`config.mk`:
```
export PLATFORM = sky130hd
export DESIGN_NAME = cbt_ctrl
export DESIGN_NICKNAME = d
export VERILOG_FILES = /design/src/design/cbt_pkg.sv /design/src/design/cbt_ctrl.sv
export SDC_FILE = /design/constraint.sdc
export NUM_CORES = 1
export LEC_CHECK = 0
export ABC_AREA = 0
export BUFFER_PORTS_ARGS = -buffer_cell sky130_fd_sc_hd__buf_2
export CAP_MARGIN = 15
export CORE_AREA = 2 2 39 41
export CTS_BUF_LIST = sky130_fd_sc_hd__clkbuf_8
export DETAILED_ROUTE_END_ITERATION = 10
export DIE_AREA = 0 0 41 43
export PLACE_DENSITY = 0.42
export REMOVE_ABC_BUFFERS = 1
export SYNTH_ARGS = -nofsm -noshare
export SYNTH_HDL_FRONTEND = slang
export SYNTH_SLANG_ARGS = --single-unit
```
`constraint.sdc`:
```
create_clock -name clk -period 1.7 [get_ports clk]
set_input_delay 0.34 -clock clk [delete_from_list [all_inputs] [get_ports clk]]
set_output_delay 0.34 -clock clk [all_outputs]
set_load 0.005 [all_outputs]
```
`src/design/cbt_pkg.sv`:
```
package cbt_pkg;

  // Port field widths
  localparam int MODE_W = 2;
  localparam int IDX_W  = 10;
  localparam int FP_IN_W = 16;
  localparam int OCC_W  = 3;

  // Victim LFSR (Galois, right shift)
  localparam int          LFSR_W    = 16;
  localparam logic [15:0] LFSR_SEED = 16'hACE1;
  localparam logic [15:0] LFSR_TAPS = 16'hB400;

  // Default table geometry
  localparam int NUM_BUCKETS_DEF      = 1024;
  localparam int SLOTS_PER_BUCKET_DEF = 4;
  localparam int FP_BITS_DEF          = 16;

  typedef enum logic [MODE_W-1:0] {
    MODE_INSERT = 2'd0,
    MODE_LOOKUP = 2'd1,
    MODE_DELETE = 2'd2,
    MODE_COUNT  = 2'd3
  } mode_t;

  // Controller to datapath
  typedef struct packed {
    logic clear_wr;  // write zero row at sweep address
    logic capture;   // latch request fields
    logic read;      // issue bucket row read
    logic update;    // write back modified row, load result
  } cmd_t;

  // Datapath to controller
  typedef struct packed {
    logic clear_last;  // sweep address at last row
  } status_t;

endpackage

```
`src/design/cbt_ctrl.sv`:
```
module cbt_ctrl (
  input  logic             clk,
  input  logic             rst,
  input  logic             in_valid,
  output logic             in_ready,
  output logic             out_valid,
  input  logic             out_ready,
  output cbt_pkg::cmd_t    cmd,
  input  cbt_pkg::status_t sts
);

  typedef enum logic [1:0] {
    ST_CLEAR,
    ST_IDLE,
    ST_READ,
    ST_MODIFY
  } state_t;

  state_t state;
  state_t state_next;
  logic   can_load;

  // Result register is free or drains this cycle
  assign can_load = !out_valid || out_ready;

  // Next state and commands
  always_comb begin
    state_next = state;
    cmd        = '0;
    in_ready   = 1'b0;
    case (state)
      ST_CLEAR: begin
        cmd.clear_wr = 1'b1;
        if (sts.clear_last) begin
          state_next = ST_IDLE;
        end
      end
      ST_IDLE: begin
        in_ready = 1'b1;
        if (in_valid) begin
          cmd.capture = 1'b1;
          state_next  = ST_READ;
        end
      end
      ST_READ: begin
        cmd.read   = 1'b1;
        state_next = ST_MODIFY;
      end
      ST_MODIFY: begin
        if (can_load) begin
          cmd.update = 1'b1;
          in_ready   = 1'b1;
          if (in_valid) begin
            cmd.capture = 1'b1;
            state_next  = ST_READ;
          end else begin
            state_next = ST_IDLE;
          end
        end
      end
      default: begin
        state_next = ST_IDLE;
      end
    endcase
  end

  // State and output valid
  always_ff @(posedge clk) begin
    if (rst) begin
      state     <= ST_CLEAR;
      out_valid <= 1'b0;
    end else begin
      state <= state_next;
      if (cmd.update) begin
        out_valid <= 1'b1;
      end else if (out_ready) begin
        out_valid <= 1'b0;
      end
    end
  end

endmodule

```
==> flow_summary.yaml <==
worst_setup_path:
  critPathMaxStageDelay_ns: 0.41
  worst_path_max_delay_cell: "dfxtp_1"
  cp_max_fo: 6
  end_kind: "output port"
  critPathArrivalTime_ns: 1.10
  cp-start-kind: "register"
  cp.required_ns: 1.36
  worst-setup-path-type: "register to output port"
  r2r_cells: 2
  crit_chain: "nand3b_2, and3_1, buf_2"
sta:
  period_share_pct: 84.5
  skew_ns: 0.00190
  setup_violations: 0
  relSlewSlack_pct: 83.4
  fin_crit_ns: 1.44
  finalHoldViolCount: 0
  drv_slew: 0
  setup-tns-final_ns: 0
  rsz0062_at_grt: "no"
  tightestPinTransition_ns: 0.248
  whs_ns: 0.327
  max_freq_ghz: 0.696
pwr:
  power.density_mw_per_mm2: 1210
  power_switching_w: 0.0000670
  switching_share_pct: 21.4
  ir_worst_vdd_uv: 655
  p_leak_nw: 0.130
  power_w: 0.000314
  power.internal_w: 0.000247
  p_clk_share_pct: 64.1
  pwr-share-seq_pct: 26.5
  p_comb_share_pct: 9.4
global_routing:
  grt_pass1_wl_um: 710
  grt_usage_pct: 6.81
  antenna_found_initial: 0
  grt_overflow: 0
  grt_max_degree: 9
  grt_pass1_vias: 165
synthesis:
  synth-simple-area-share_pct: 37.0
  synthMuxAreaShare_pct: 6.72
  ys_seq_elements: 3
  synth_adder_area_share_pct: 0
  synth_top_family_by_area: "simple AND/OR/NAND/NOR gates"
  avgSynthCellArea_um2: 8.76
  ys_warn_count: 0
  synth-seq-area-share_pct: 40.3
  yosys.cell_types.count: 13
  synthCells: 17
  netlist_area_um2: 149
  synth_compound_area_share_pct: 12.6
  synth_xor_xnor_area_share_pct: 0
clock_network:
  clock_sinks: 3
  clk_latency_ns: 0.22
  postCtsHoldBufs: 0
  cts_tree: "built"
  cts_setup_buffers: 0
  cts_made_buffers: 3
  cts_resized: 0
  root_buffer: "clkbuf_8"
  cts_max_level: 1
  path_clk_slew_ns: 0.03
  clockBufferDepth: 2
floorplan:
  core.rowCount: 14
  dieArea_mm2: 0.00176
  ios: 11
  initial_core_util_pct: 10.8
  fp.dieW_um: 41
  die_h_um: 43
  coreArea_mm2: 0.00138
placed_design:
  gp_congestion: 0.694
  dp_hpwl_um: 345
  io_buffers: 10
hold_path:
  hold_path_class: "input port to register"
  hold_depth: 2
drt:
  drc: 0
  drtIter0Drc: 5
  first_pass_iters: 2
  wirelength_um: 456
  ant_nets: 0
  vias_per_cell: 3.74
  via_count: 172
  wl_per_cell_um: 9.91
flow_run:
  maxCapViolations: 0
run_status:
  status: "finished clean"
finish:
  syn2layout_area_growth_pct: 73.9
  fill_cells: 157
  nets: 36
  drive_gt1_share_pct: 46.7
  finalCoreUtilization_pct: 18.7
  antenna-diode-count: 0
-- critical path: cells and delay by family (launching register included) --
family	cells	cell delay, ns
flops	1	0.41
simple gates	2	0.34
buf+inv	1	0.12
-- state kept, by name, summed over array words and instances, names as in the netlist --
name / flops
out_valid: 1
state: 2
-- synth_stat cells --
master	number	area, µm²
nand2_1	1	3.75
nor2b_1	2	12.5
and3_1	1	6.26
a21oi_1	2	10.0
and2_1	1	6.26
dfxtp_1	3	60.1
a311oi_1	1	8.76
nand3b_2	1	11.3
nor2_1	1	3.75
nand2b_1	1	6.26
buf_2	1	5.00
nor3_1	1	5.00
mux2i_1	1	10.0
-- per-stage QoR --
stage | instance area, µm² | setup WS (ns) | cells
2_1_floorplan | 144 | 0.623 | 16
3_3_place_gp | 214 | 0.382 | 42
3_5_place_dp | 214 | 0.358 | 42
4_1_cts | 259 | 0.251 | 46
5_1_grt | 259 | 0.183 | 46
6_report | 259 | 0.263 | 46
-- final cells by class --
cell class	count	area [µm²]	share of cell area (%)
Timing Repair Buffer	10	50.0	19.3
Multi-Input combinational cell	13	83.8	32.4
Sequential cell	3	60.1	23.2
Clock inverter	1	3.75	1.45
Clock buffer	3	41.3	15.9
Tap cell	16	20.0	7.73
-- logic make-up (layout without fill, tap and decap cells) --
family,after synthesis,after routing
buffers and inverters,1,14
AOI/OAI and AO/OA,3,3
DFF,3,3
muxes,1,1
and+or+nand+nor,9,9
-- power groups by stage --
stage                     registers [W]  logic (W)  clock network [W]
final                         0.0000830  0.0000296           0.000201
after global routing          0.0000846  0.0000332           0.000215
after CTS                     0.0000830  0.0000300           0.000207
after detailed placement      0.0000840  0.0000299                  0
after global placement        0.0000841  0.0000299                  0
after floorplan               0.0000823  0.0000139                  0
-- routing by layer --
metal,GRT usage [%],vias up,share of wire (%)
li1,-,86,-
met1,8.63,73,52
met2,6.25,13,30
met3,7.85,0,18
met4,4.00,0,0
met5,0,-,0
-- path summary, 6_finish.rpt --
check | slack (ns) | to | start
worst max-delay path | 0.26 | cmd[2] | state[1]$_SDFFE_PP0P_
worst min-delay path | 0.33 | state[1]$_SDFFE_PP0P_ | rst
worst max register to register | 0.78 | state[0]$_SDFFE_PP0P_ | state[1]$_SDFFE_PP0P_
worst min register to register | 0.53 | out_valid$_SDFFE_PP0P_ | out_valid$_SDFFE_PP0P_
-- placed cells by master (no fill, tap or decap) --
cell and instances:
a21oi_1 2, a311oi_1 1, and2_1 1, and3_1 1, buf_2 10, clkbuf_8 3
dfxtp_1 3, inv_1 1, mux2i_1 1, nand2_1 1, nand2b_1 1, nand3b_2 1
nor2_1 1, nor2b_1 2, nor3_1 1
No activity file was read; power rests on OpenSTA's default activity.
